### config.mk
export PLATFORM = sky130hd
export DESIGN_NAME = station_reply_frame_receiver
export DESIGN_NICKNAME = d
export VERILOG_FILES = /design/src/rtl/srfr_pkg.sv /design/src/rtl/srfr_parser.sv /design/src/rtl/srfr_state.sv /design/src/rtl/srfr_out.sv /design/src/rtl/station_reply_frame_receiver.sv
export SDC_FILE = /design/constraint.sdc
export NUM_CORES = 1
export LEC_CHECK = 0
export BUFFER_PORTS_ARGS = -buffer_cell sky130_fd_sc_hd__buf_2
export CORE_ASPECT_RATIO = 0.75
export CORE_MARGIN = 4
export CORE_UTILIZATION = 45
export DETAILED_ROUTE_END_ITERATION = 16
export SYNTH_ARGS = -nofsm -noshare
export SYNTH_HDL_FRONTEND = slang
export SYNTH_SLANG_ARGS = --single-unit
### constraint.sdc
create_clock -name clk -period 10.01 [get_ports clk]
set_input_delay 1.001 -clock clk [delete_from_list [all_inputs] [get_ports clk]]
set_output_delay 1.001 -clock clk [all_outputs]
set_load 0.005 [all_outputs]
### src/rtl/srfr_pkg.sv
// shared constants and types for the station reply frame receiver
package srfr_pkg;

  localparam logic [7:0] RESTART_BYTE   = 8'hFF;
  localparam logic [4:0] LEN_BIAS       = 5'd4;
  localparam logic [4:0] POS_HEADER     = 5'd2;
  localparam logic [4:0] POS_FIRST_DATA = 5'd3;
  localparam logic [4:0] POS_LAST_DATA  = 5'd6;

  // header bytes
  localparam logic [7:0] HDR_TRACK_CV  = 8'h61;
  localparam logic [7:0] HDR_CV_RESULT = 8'h63;
  localparam logic [7:0] HDR_LOCO_MISC = 8'hE3;
  localparam logic [7:0] HDR_LOCO_INFO = 8'hE4;

  // codes in the byte after the header
  localparam logic [7:0] CODE_POWER_OFF   = 8'h00;
  localparam logic [7:0] CODE_POWER_ON    = 8'h01;
  localparam logic [7:0] CODE_PROG_MODE   = 8'h02;
  localparam logic [7:0] CODE_CV_READY    = 8'h11;
  localparam logic [7:0] CODE_CV_SHORT    = 8'h12;
  localparam logic [7:0] CODE_NO_DECODER  = 8'h13;
  localparam logic [7:0] CODE_CV_BUSY     = 8'h1F;
  localparam logic [7:0] CODE_CV_DIRECT   = 8'h14;
  localparam logic [7:0] CODE_CV_PAGE1    = 8'h15;
  localparam logic [7:0] CODE_CV_PAGE2    = 8'h16;
  localparam logic [7:0] CODE_CV_PAGE3    = 8'h17;
  localparam logic [7:0] CODE_VERSION     = 8'h21;
  localparam logic [7:0] CODE_LOCO_BUSY   = 8'h40;
  localparam logic [7:0] CODE_FUNC_STATUS = 8'h52;

  localparam logic [10:0] CV_ZERO_ALIAS = 11'd1024;

  localparam logic [1:0] TRACK_OFF = 2'd0;
  localparam logic [1:0] TRACK_ON  = 2'd1;
  localparam logic [1:0] TRACK_PROG = 2'd2;

  localparam logic [1:0] CVS_OK          = 2'd0;
  localparam logic [1:0] CVS_NO_DECODER  = 2'd1;
  localparam logic [1:0] CVS_READY_SHORT = 2'd2;
  localparam logic [1:0] CVS_BUSY        = 2'd3;

  typedef struct packed {
    logic [7:0] header;
    logic       xor_good;
    logic [7:0] code;
    logic [7:0] b4;
    logic [7:0] b5;
    logic [7:0] b6;
  } frame_t;

  typedef struct packed {
    logic [1:0]  track;
    logic [1:0]  cv_status;
    logic [10:0] cv_number;
    logic [7:0]  cv_data;
    logic [7:0]  busy_loco;
    logic [7:0]  speed;
    logic [7:0]  fg_one;
    logic [7:0]  fg_two;
    logic [7:0]  fg_three;
    logic [7:0]  version;
  } station_t;

  typedef struct packed {
    logic [7:0] header;
    logic       checksum_good;
    station_t   station;
  } result_t;

endpackage

### src/rtl/srfr_parser.sv
// byte position, length, running xor and data byte capture
module srfr_parser (
  input  logic               clk,
  input  logic               rst,
  input  logic               accept,
  input  logic [7:0]         rx_byte,
  output logic               done,
  output srfr_pkg::frame_t   frame
);
  import srfr_pkg::*;

  logic [4:0] pos;
  logic [4:0] len;
  logic [7:0] xor_acc;
  logic [7:0] header;
  logic [7:0] fbytes [4];

  logic [4:0] pos_eff;
  logic [4:0] pos_inc;
  logic [4:0] pos_next;
  logic [4:0] len_upd;
  logic [4:0] len_next;
  logic [7:0] xor_next;
  logic [7:0] header_next;
  logic [1:0] slot;
  logic       wr;
  logic       last;
  logic [7:0] fb_cur [4];

  always_comb begin
    pos_eff     = (rx_byte == RESTART_BYTE) ? '0 : pos;
    len_upd     = len;
    header_next = header;
    xor_next    = xor_acc;
    if (pos_eff == POS_HEADER) begin
      len_upd     = {1'b0, rx_byte[3:0]} + LEN_BIAS;
      header_next = rx_byte;
      xor_next    = rx_byte;
    end else if (pos_eff > POS_HEADER) begin
      xor_next = xor_acc ^ rx_byte;
    end
    wr   = (pos_eff >= POS_FIRST_DATA) && (pos_eff <= POS_LAST_DATA);
    slot = 2'(pos_eff - POS_FIRST_DATA);
    for (int i = 0; i < 4; i++) begin
      fb_cur[i] = (wr && slot == 2'(i)) ? rx_byte : fbytes[i];
    end
    pos_inc  = pos_eff + 5'd1;
    last     = (pos_inc == len_upd);
    pos_next = last ? '0 : pos_inc;
    len_next = last ? '0 : len_upd;
  end

  assign done           = accept && last;
  assign frame.header   = header_next;
  assign frame.xor_good = (xor_next == 8'd0);
  assign frame.code     = fb_cur[0];
  assign frame.b4       = fb_cur[1];
  assign frame.b5       = fb_cur[2];
  assign frame.b6       = fb_cur[3];

  always_ff @(posedge clk) begin
    if (rst) begin
      pos     <= '0;
      len     <= '0;
      xor_acc <= '0;
      header  <= '0;
    end else if (accept) begin
      pos     <= pos_next;
      len     <= len_next;
      xor_acc <= xor_next;
      header  <= header_next;
    end
  end

  // data bytes hold whatever the last frame that reached them left
  always_ff @(posedge clk) begin
    if (accept) begin
      for (int i = 0; i < 4; i++) begin
        fbytes[i] <= fb_cur[i];
      end
    end
  end

  a_pos_below_len: assert property (@(posedge clk) disable iff (rst)
    (pos <= POS_HEADER) || (pos < len))
    else $error("byte position ran past frame length");

  a_len_from_header: assert property (@(posedge clk) disable iff (rst)
    (pos > POS_HEADER) |-> (len == ({1'b0, header[3:0]} + LEN_BIAS)))
    else $error("frame length does not follow header nibble");

endmodule

### src/rtl/srfr_state.sv
// tracked station state, updated from each completed frame
module srfr_state (
  input  logic                clk,
  input  logic                rst,
  input  logic                done,
  input  srfr_pkg::frame_t    frame,
  output srfr_pkg::station_t  station_next
);
  import srfr_pkg::*;

  station_t station;

  always_comb begin
    station_next = station;
    unique case (frame.header)
      HDR_TRACK_CV: begin
        unique case (frame.code) inside
          CODE_POWER_OFF, CODE_POWER_ON, CODE_PROG_MODE:
            station_next.track = frame.code[1:0];
          CODE_CV_READY, CODE_CV_SHORT: station_next.cv_status = CVS_READY_SHORT;
          CODE_NO_DECODER:              station_next.cv_status = CVS_NO_DECODER;
          CODE_CV_BUSY:                 station_next.cv_status = CVS_BUSY;
          default: ;
        endcase
      end
      HDR_CV_RESULT: begin
        unique case (frame.code) inside
          CODE_CV_DIRECT: begin
            // cv 0 on the wire means cv 1024
            station_next.cv_number = (frame.b4 == 8'd0) ? CV_ZERO_ALIAS
                                                        : {3'b000, frame.b4};
            station_next.cv_data   = frame.b5;
            station_next.cv_status = CVS_OK;
          end
          CODE_CV_PAGE1, CODE_CV_PAGE2, CODE_CV_PAGE3: begin
            // page 1..3 adds 256 per page
            station_next.cv_number = {1'b0, frame.code[1:0], frame.b4};
            station_next.cv_data   = frame.b5;
          end
          CODE_VERSION: station_next.version = frame.b4;
          default: ;
        endcase
      end
      HDR_LOCO_MISC: begin
        unique case (frame.code) inside
          CODE_LOCO_BUSY: station_next.busy_loco = frame.b5;
          CODE_FUNC_STATUS: begin
            station_next.fg_two   = frame.b4;
            station_next.fg_three = frame.b5;
          end
          default: ;
        endcase
      end
      HDR_LOCO_INFO: begin
        station_next.speed  = frame.b4;
        station_next.fg_one = frame.b5;
        station_next.fg_two = frame.b6;
      end
      default: ;
    endcase
  end

  always_ff @(posedge clk) begin
    if (rst) begin
      station <= '0;
    end else if (done) begin
      station <= station_next;
    end
  end

  a_track_legal: assert property (@(posedge clk) disable iff (rst)
    station.track != 2'd3)
    else $error("track state took an unused code");

endmodule

### src/rtl/srfr_out.sv
// result register with one skid entry
module srfr_out (
  input  logic               clk,
  input  logic               rst,
  input  logic               push,
  input  srfr_pkg::result_t  push_data,
  input  logic               frame_stall,
  output logic               frame_valid,
  output srfr_pkg::result_t  frame_data,
  output logic               busy
);
  import srfr_pkg::*;

  logic    skid_valid;
  result_t skid_data;
  logic    take;
  logic    load_out;
  logic    load_skid;

  assign take      = frame_valid && !frame_stall;
  assign load_out  = push && !skid_valid && (!frame_valid || take);
  assign load_skid = push && !skid_valid && frame_valid && !take;
  assign busy      = skid_valid;

  always_ff @(posedge clk) begin
    if (rst) begin
      frame_valid <= 1'b0;
      skid_valid  <= 1'b0;
    end else if (skid_valid) begin
      if (take) begin
        skid_valid <= 1'b0;
      end
    end else if (push) begin
      frame_valid <= 1'b1;
      skid_valid  <= load_skid;
    end else if (take) begin
      frame_valid <= 1'b0;
    end
  end

  always_ff @(posedge clk) begin
    if (skid_valid && take) begin
      frame_data <= skid_data;
    end else if (load_out) begin
      frame_data <= push_data;
    end
    if (load_skid) begin
      skid_data <= push_data;
    end
  end

  a_skid_behind_out: assert property (@(posedge clk) disable iff (rst)
    skid_valid |-> frame_valid)
    else $error("skid entry held with empty output register");

  a_skid_fill: assert property (@(posedge clk) disable iff (rst)
    $rose(skid_valid) |-> $past(frame_valid && frame_stall))
    else $error("skid filled while output beat could move");

  a_no_push_busy: assert property (@(posedge clk) disable iff (rst)
    skid_valid |-> !push)
    else $error("result pushed while skid full");

endmodule

### src/rtl/station_reply_frame_receiver.sv
// Station reply frame receiver: one received byte per beat, one result beat per frame.
// Takes one byte per cycle while byte_stall is low; a frame result is registered on its
// last byte. byte_stall rises only when a result sits in the output register and a second
// one waits in the skid entry behind it, and drops the cycle after a result is taken.
// A 0xFF byte restarts the frame; the header is the third byte and its low nibble plus four
// gives the frame length. Each result carries the header, the checksum flag and the whole
// tracked station state after that frame, which is applied whatever the checksum.
module station_reply_frame_receiver (
  input  logic        clk,
  input  logic        rst,
  input  logic        byte_valid,
  output logic        byte_stall,
  input  logic [7:0]  rx_byte,
  output logic        frame_valid,
  input  logic        frame_stall,
  output logic [7:0]  frame_header,
  output logic        checksum_good,
  output logic [1:0]  track_state,
  output logic [1:0]  cv_status,
  output logic [10:0] cv_number,
  output logic [7:0]  cv_data,
  output logic [7:0]  busy_loco,
  output logic [7:0]  speed_byte,
  output logic [7:0]  func_group_one,
  output logic [7:0]  func_group_two,
  output logic [7:0]  func_group_three,
  output logic [7:0]  station_version
);
  import srfr_pkg::*;

  logic     accept;
  logic     done;
  frame_t   frame;
  station_t station_next;
  result_t  push_data;
  result_t  frame_data;
  logic     busy;

  assign byte_stall = busy;
  assign accept     = byte_valid && !busy;

  srfr_parser u_parser (
    .clk     (clk),
    .rst     (rst),
    .accept  (accept),
    .rx_byte (rx_byte),
    .done    (done),
    .frame   (frame)
  );

  srfr_state u_state (
    .clk          (clk),
    .rst          (rst),
    .done         (done),
    .frame        (frame),
    .station_next (station_next)
  );

  assign push_data.header        = frame.header;
  assign push_data.checksum_good = frame.xor_good;
  assign push_data.station       = station_next;

  srfr_out u_out (
    .clk         (clk),
    .rst         (rst),
    .push        (done),
    .push_data   (push_data),
    .frame_stall (frame_stall),
    .frame_valid (frame_valid),
    .frame_data  (frame_data),
    .busy        (busy)
  );

  assign frame_header     = frame_data.header;
  assign checksum_good    = frame_data.checksum_good;
  assign track_state      = frame_data.station.track;
  assign cv_status        = frame_data.station.cv_status;
  assign cv_number        = frame_data.station.cv_number;
  assign cv_data          = frame_data.station.cv_data;
  assign busy_loco        = frame_data.station.busy_loco;
  assign speed_byte       = frame_data.station.speed;
  assign func_group_one   = frame_data.station.fg_one;
  assign func_group_two   = frame_data.station.fg_two;
  assign func_group_three = frame_data.station.fg_three;
  assign station_version  = frame_data.station.version;

endmodule
==> flow_summary_export.csv, run 1 <==
group,metric,value,unit
timing,maxSlewViolCount,0,
timing,timing.final.setup_violations,0,
synth,syn_area,13200,µm²
pwr,max-vdd-ir-drop,0.000124,V
route,wirelength,31900,µm
worst_setup_path,worst-r2r-cell-count,11,
timing,final_min_period_over_clock_period,55.7,%
pwr,power.leakage,5.72,nW
floorplan,floorplan.io_pins,94,
final_layout,num-nets-final,1281,
synth,synth_area_leader_cell,"sky130_fd_sc_hd__edfxtp_1",
synth,async_reset_ff_share,0,%
place,globalplace.congestion,0.887,
synth,syn-mean-instance-area,11.0,µm²
floorplan,floorplan.die_area,32100,µm²
synth,synth_fp_nets,1215,
floorplan,coreArea,28400,µm²
synth,synth_top_area_cells,"sky130_fd_sc_hd__edfxtp_1 (44%), sky130_fd_sc_hd__dfxtp_1 (15%), sky130_fd_sc_hd__nand2_1 (8.1%)",
synth,yosys_register_bits,291,
clock_network,cts_max_level,1,
worst_setup_path,worst_setup_path_start_kind,"input pin",
timing,timing.slew.headroom,20.1,%
route,dr_total_vias,9072,
floorplan,width_of_the_die,205,µm
clock_network,cts-root-buf,"sky130_fd_sc_hd__clkbuf_16",
route,post_route_drc,0,
grt,grt_max_degree,88,
grt,grt_antenna_before_repair,2,
floorplan,die_y,156,µm
floorplan,initial_core_util,46.4,%
worst_setup_path,critical_path_required,10170,ps
timing,final_hold_viol_count,0,
synth,synth_edf_count,192,
route,vias_per_cell,5.43,
route,detail_route.first_pass.iterations,5,
hold_path,holdPathStages,2,
outcome,run_status,"finished clean",
timing,largest_clock_skew_in_the_final_design,14.1,ps
synth,synth_seq_area_share,58.9,%
worst_setup_path,timing.setup.critical_path_class,"in -> reg",
clock_network,post_cts_hold_buffer_count,0,
clock_network,post-cts-setup-buffer-count,0,
final_layout,layout-drive-gt1-share,21.2,%
pwr,power_density_over_the_cells,174,nW/µm²
timing,timing.setup.tns,0,ps
final_layout,antenna-diode-count,0,
clock_network,cts_inserted_buffers,29,
worst_setup_path,timing.critical_path.slowest_stage_cell,"sky130_fd_sc_hd__buf_4",
route,drc_marker_count_from_the_first_detailed_route_iteration,893,
hold_path,holdCritPathClass,"reg -> reg",
worst_setup_path,worstPathCellList,"buf_2 > ha_1 > and4_1 > nand2_1 > nand2_1 > inv_1 > ha_1 > nand3_1 > xnor2_1 > o21a_1 > o221ai_1 > o211ai_1 > or3_1 > nor2_4 > buf_4",
worst_setup_path,critical_path_peak_fanout,66,
synth,number_of_standard_cells_after_synthesis,1197,
clock_network,path_clk_slew,60,ps
clock_network,post_cts_resize_count,0,
clock_network,cts_buffer_depth,3,
grt,grt_overflow,0,
place,place.port_buffers,93,
place,dpl-instance-area,13900,µm²
final_layout,relative_area_change_from_synthesis_to_final_layout,13.0,%
clock_network,clock_insertion_delay_worst_skew,540,ps
clock_network,tritoncts,"yes",
worst_setup_path,worstSetupEndpointType,"flop",
route,final_antenna_net_count,0,
synth,synth_top_area_share,43.8,%
grt,grt_pass1_wl,50000,µm
place,post-dp-hpwl,20700,µm
worst_setup_path,critPathArrivalTime,5730,ps
route,routed_wire_length_per_instance,19.1,µm
final_layout,filler_cells,2562,
synth,yosysUniqueCellTypes,77,
job,max_cap_viol_count,0,
floorplan,placementRows,53,
grt,first_global_vias,8552,
final_layout,final_common_cell,"sky130_fd_sc_hd__nand2_1",
clock_network,cts_sink_cnt,291,
timing,max_slew.worst_pin.slew,1200,ps
grt,grt.total_usage,19.6,%
timing,fmax,0.179,GHz
final_layout,postLayoutCellArea,14900,µm²
final_layout,layout_common_cells,"sky130_fd_sc_hd__nand2_1 (285), sky130_fd_sc_hd__edfxtp_1 (192), sky130_fd_sc_hd__dfxtp_1 (99), sky130_fd_sc_hd__buf_2 (92), sky130_fd_sc_hd__mux2_2 (84)",
timing,final.min_clock_period,5570,ps
timing,rsz_0062_raised_after_global_routing,"no",
synth,yosysWarningCount,0,
synth,synth_top_flop_cell,"sky130_fd_sc_hd__edfxtp_1",
worst_setup_path,critical_path.max_stage_delay,760,ps
[critical path: cells and delay by family]
| family | cells | cell delay (ps) |
|---|---|---|
| and+or+nand+nor | 6 | 2050 |
| AOI/OAI and AO/OA | 3 | 700 |
| buffers and inverters | 3 | 1110 |
| xor gates and xnor gates | 1 | 200 |
| adders and majority gates | 2 | 570 |
[routing by layer]
metal  GRT usage [%]  up-vias  share of wire [%]
met3            2.68       43                5.6
met2            28.7      263                 42
li1                -     4411                  -
met5               0        -                  0
met1            31.3     4355                 50
met4            3.28        0                1.8
[cells by family after synthesis]
family | synth area share (%)
DFF | 58.9
buffers and inverters | 2.90
adders and majority gates | 0.571
muxes | 10.8
and+or+nand+nor | 16.1
xor gates and xnor gates | 0.808
AOI/OAI and AO/OA | 9.87
[per-stage QoR]
| stage | util [%] | power, mW | setup slack (ps) | hold slack [ps] | cells |
|---|---|---|---|---|---|
| 5_1_grt | 52.4 | 2.68 | 4050 | 463 | 1670 |
| 2_1_floorplan | - | 1.45 | 1650 | 429 | 1197 |
| 4_1_cts | 52.4 | 2.60 | 4440 | 455 | 1670 |
| 6_report | 52.4 | 2.58 | 4440 | 452 | 1670 |
| 3_3_place_gp | 49.0 | 1.51 | 4030 | 435 | 1617 |
| 3_5_place_dp | 49.0 | 1.52 | 3890 | 446 | 1617 |
[state kept, by name, indices dropped and copies added, names as in the netlist]
register           count
u_parser.pos           5
u_state.station       71
u_out.skid_data       80
u_parser.xor_acc       8
u_parser.fbytes       32
u_parser.len           5
u_out.frame_data      80
u_out.frame_valid      1
u_out.busy             1
u_parser.header        8
[final cells by class]
type,count,area [µm²],area share [%]
Timing Repair Buffer,106,566,3.81
Inverter,14,52.6,0.354
Multi-Input combinational cell,821,5070,34.1
Clock buffer,35,748,5.03
Sequential cell,291,7750,52.1
Clock inverter,18,200,1.35
Tap cell,385,482,3.24
[worst paths after layout]
path	end	slack [ps]	from
worst min register to register	u_state.station[52]	450	u_state.station[52]
worst max register to register	u_out.skid_data[70]	5470	u_parser.pos[0]
worst max-delay path	u_out.skid_data[70]	4440	rx_byte[3]
worst min-delay path	u_state.station[52]	450	u_state.station[52]
[synth_stat cells (all sizes together) (12+ instances only)]
cell type / n
inv: 14
nor2: 77
nor3: 13
dfxtp: 99
buf: 26
mux2i: 30
clkbuf: 45
mux2: 96
a21oi: 86
nor2b: 17
nand3: 26
nand2: 285
a31oi: 17
nand2b: 12
o21ai: 42
edfxtp: 192
[report_power, final]
part           switching [mW]  internal [mW]  leakage (nW)  total, mW
logic                   0.120         0.0495          2.46      0.170
registers              0.0159           1.31          2.82       1.32
clock network           0.454          0.636         0.446       1.09
total                   0.591           1.99          5.72       2.58
Power figures use the tool's default switching activity.
==> inputs of run 2 (changes only) <==
==> constraint.sdc (replaced) <==
create_clock -name clk -period 5.28 [get_ports clk]
set_input_delay 0.528 -clock clk [delete_from_list [all_inputs] [get_ports clk]]
set_output_delay 0.528 -clock clk [all_outputs]
set_load 0.005 [all_outputs]
==> run 2 against run 1 <==
Effect of this change:
- clock power grew 84%
- final area grew 0.98%
- via count grew 3.6%
==> flow_summary_export.csv, run 2 (synthesis results as in run 1) <==
group,metric,value,unit
place,post-dp-hpwl,22000,µm
hold_path,holdCritPathClass,"in -> reg",
route,detail_route.first_pass.iterations,5,
floorplan,die_y,156,µm
timing,fmax,0.233,GHz
grt,grt.total_usage,21.0,%
clock_network,cts_inserted_buffers,30,
worst_setup_path,crit-reg2reg-capture,"u_out.frame_data[19]",
floorplan,coreArea,28400,µm²
route,routed_wire_length_per_instance,20.2,µm
final_layout,combined_area_of_the_multi_input_logic_cells,5070,µm²
final_layout,num-nets-final,1299,
timing,rsz_0062_raised_after_global_routing,"no",
grt,grt_pass1_wl,53100,µm
route,dr_total_vias,9401,
final_layout,antenna-diode-count,0,
floorplan,initial_core_util,46.4,%
clock_network,clock_insertion_delay_worst_skew,560,ps
worst_setup_path,worst_setup_path_endpoint,"u_out.frame_data[19]",
final_layout,final_common_cell,"sky130_fd_sc_hd__nand2_1",
floorplan,placementRows,53,
clock_network,cts-root-buf,"sky130_fd_sc_hd__clkbuf_16",
worst_setup_path,worst-r2r-cell-count,10,
place,place_worst_setup_slack,536,ps
clock_network,post_cts_resize_count,0,
job,max_cap_viol_count,0,
clock_network,tritoncts,"yes",
clock_network,post_cts_hold_buffer_count,0,
place,place.port_buffers,93,
route,final_antenna_net_count,0,
worst_setup_path,r2r_setup_slk,1480,ps
final_layout,relative_area_change_from_synthesis_to_final_layout,14.1,%
grt,grt_max_degree,70,
final_layout,layout-drive-gt1-share,22.5,%
timing,max_slew.worst_pin.slew,1150,ps
grt,grt_overflow,0,
final_layout,layout_common_cells,"sky130_fd_sc_hd__nand2_1 (285), sky130_fd_sc_hd__edfxtp_1 (192), sky130_fd_sc_hd__dfxtp_1 (99), sky130_fd_sc_hd__buf_2 (92), sky130_fd_sc_hd__mux2_2 (84)",
worst_setup_path,critPathArrivalTime,4590,ps
worst_setup_path,critical_path_peak_fanout,12,
floorplan,floorplan.io_pins,94,
place,dpl-instance-area,14100,µm²
outcome,run_status,"finished clean",
pwr,max-vdd-ir-drop,0.000234,V
timing,timing.setup.tns,0,ps
worst_setup_path,crit_path_start,"rx_byte[2]",
route,post_route_drc,0,
clock_network,path_clk_slew,60,ps
clock_network,cts_buffer_depth,3,
worst_setup_path,timing.setup.critical_path_class,"in -> reg",
worst_setup_path,crit-reg2reg-launch,"u_parser.pos[1]",
timing,largest_clock_skew_in_the_final_design,19.1,ps
final_layout,top_regs,"u_out.frame_data: 80 flops, u_out.skid_data: 80 flops, u_state.station: 71 flops",
route,wirelength,34100,µm
pwr,power.leakage,5.82,nW
grt,first_global_vias,8723,
timing,final_hold_viol_count,0,
pwr,power_density_over_the_cells,324,nW/µm²
clock_network,cts_max_level,1,
final_layout,filler_cells,2525,
grt,grt_antenna_before_repair,1,
clock_network,post-cts-setup-buffer-count,0,
timing,timing.final.ws_setup,984,ps
final_layout,sequential_cell_area,7750,µm²
hold_path,holdCritStartpoint,"frame_stall",
route,vias_per_cell,5.57,
clock_network,cts_sink_cnt,291,
worst_setup_path,worstSetupEndpointType,"flop",
final_layout,postLayoutCellArea,15000,µm²
pwr,design_power_total,4.86,mW
timing,final_min_period_over_clock_period,81.4,%
place,globalplace.congestion,0.905,
floorplan,width_of_the_die,205,µm
timing,maxSlewViolCount,0,
timing,timing.slew.headroom,23.6,%
worst_setup_path,critical_path_required,5570,ps
floorplan,floorplan.die_area,32100,µm²
timing,timing.final.setup_violations,0,
worst_setup_path,worst_setup_path_start_kind,"input pin",
route,drc_marker_count_from_the_first_detailed_route_iteration,942,
timing,final.min_clock_period,4300,ps
==> run 2: worst max-delay path: stages <==
cell,delay (ps)
sky130_fd_sc_hd__buf_2,280
sky130_fd_sc_hd__ha_1,290
sky130_fd_sc_hd__and4_1,310
sky130_fd_sc_hd__nand2_1,200
sky130_fd_sc_hd__nand2_1,190
sky130_fd_sc_hd__ha_1,200
sky130_fd_sc_hd__inv_1,40
sky130_fd_sc_hd__a311oi_1,490
sky130_fd_sc_hd__a21o_1,390
sky130_fd_sc_hd__and3_1,500
sky130_fd_sc_hd__mux2_2,490
sky130_fd_sc_hd__nor2b_1,160
sky130_fd_sc_hd__a21oi_1,360
sky130_fd_sc_hd__a31oi_1,130
==> run 2: where the power goes <==
group	leakage (nW)	total, mW	internal [mW]	switching [mW]
clock network	0.457	2.01	1.13	0.880
logic	2.55	0.339	0.104	0.236
registers	2.82	2.50	2.47	0.0296
==> run 2: how the worst min path moves through the flow <==
stage	slack [ps]	to	cells after the start
2_1_floorplan	430	u_state.station[24]	2
3_3_place_gp	430	u_state.station[61]	2
3_5_place_dp	440	u_state.station[26]	2
4_1_cts	320	u_out.busy	3
5_1_grt	330	u_out.busy	3
6_report	340	u_out.busy	3
==> run 2: cell type report <==
type                    count  share of cell area [%]
repair buffers            123                    4.79
clock buffers              43                    5.74
flip-flops and latches    291                    51.6
inverters                  14                   0.350
multi-input cells         821                    33.8
clock inverters            12                   0.484
well taps                 385                    3.21
==> run 2: per-layer routing <==
metal | up-vias | share of wire (%) | GRT usage (%)
met1 | 4563 | 50 | 34.4
met4 | 0 | 1.5 | 3.73
met2 | 342 | 42 | 30.0
met5 | - | 0 | 0
met3 | 44 | 6.8 | 2.87
li1 | 4452 | - | -
==> run 2: metrics by stage <==
step	utilization (%)	std cells	hold WS, ps
after global routing	52.9	1689	326
after detailed placement	49.6	1634	444
after floorplan	-	1197	429
after CTS	52.9	1689	324
final	52.9	1689	341
after global placement	49.6	1634	435
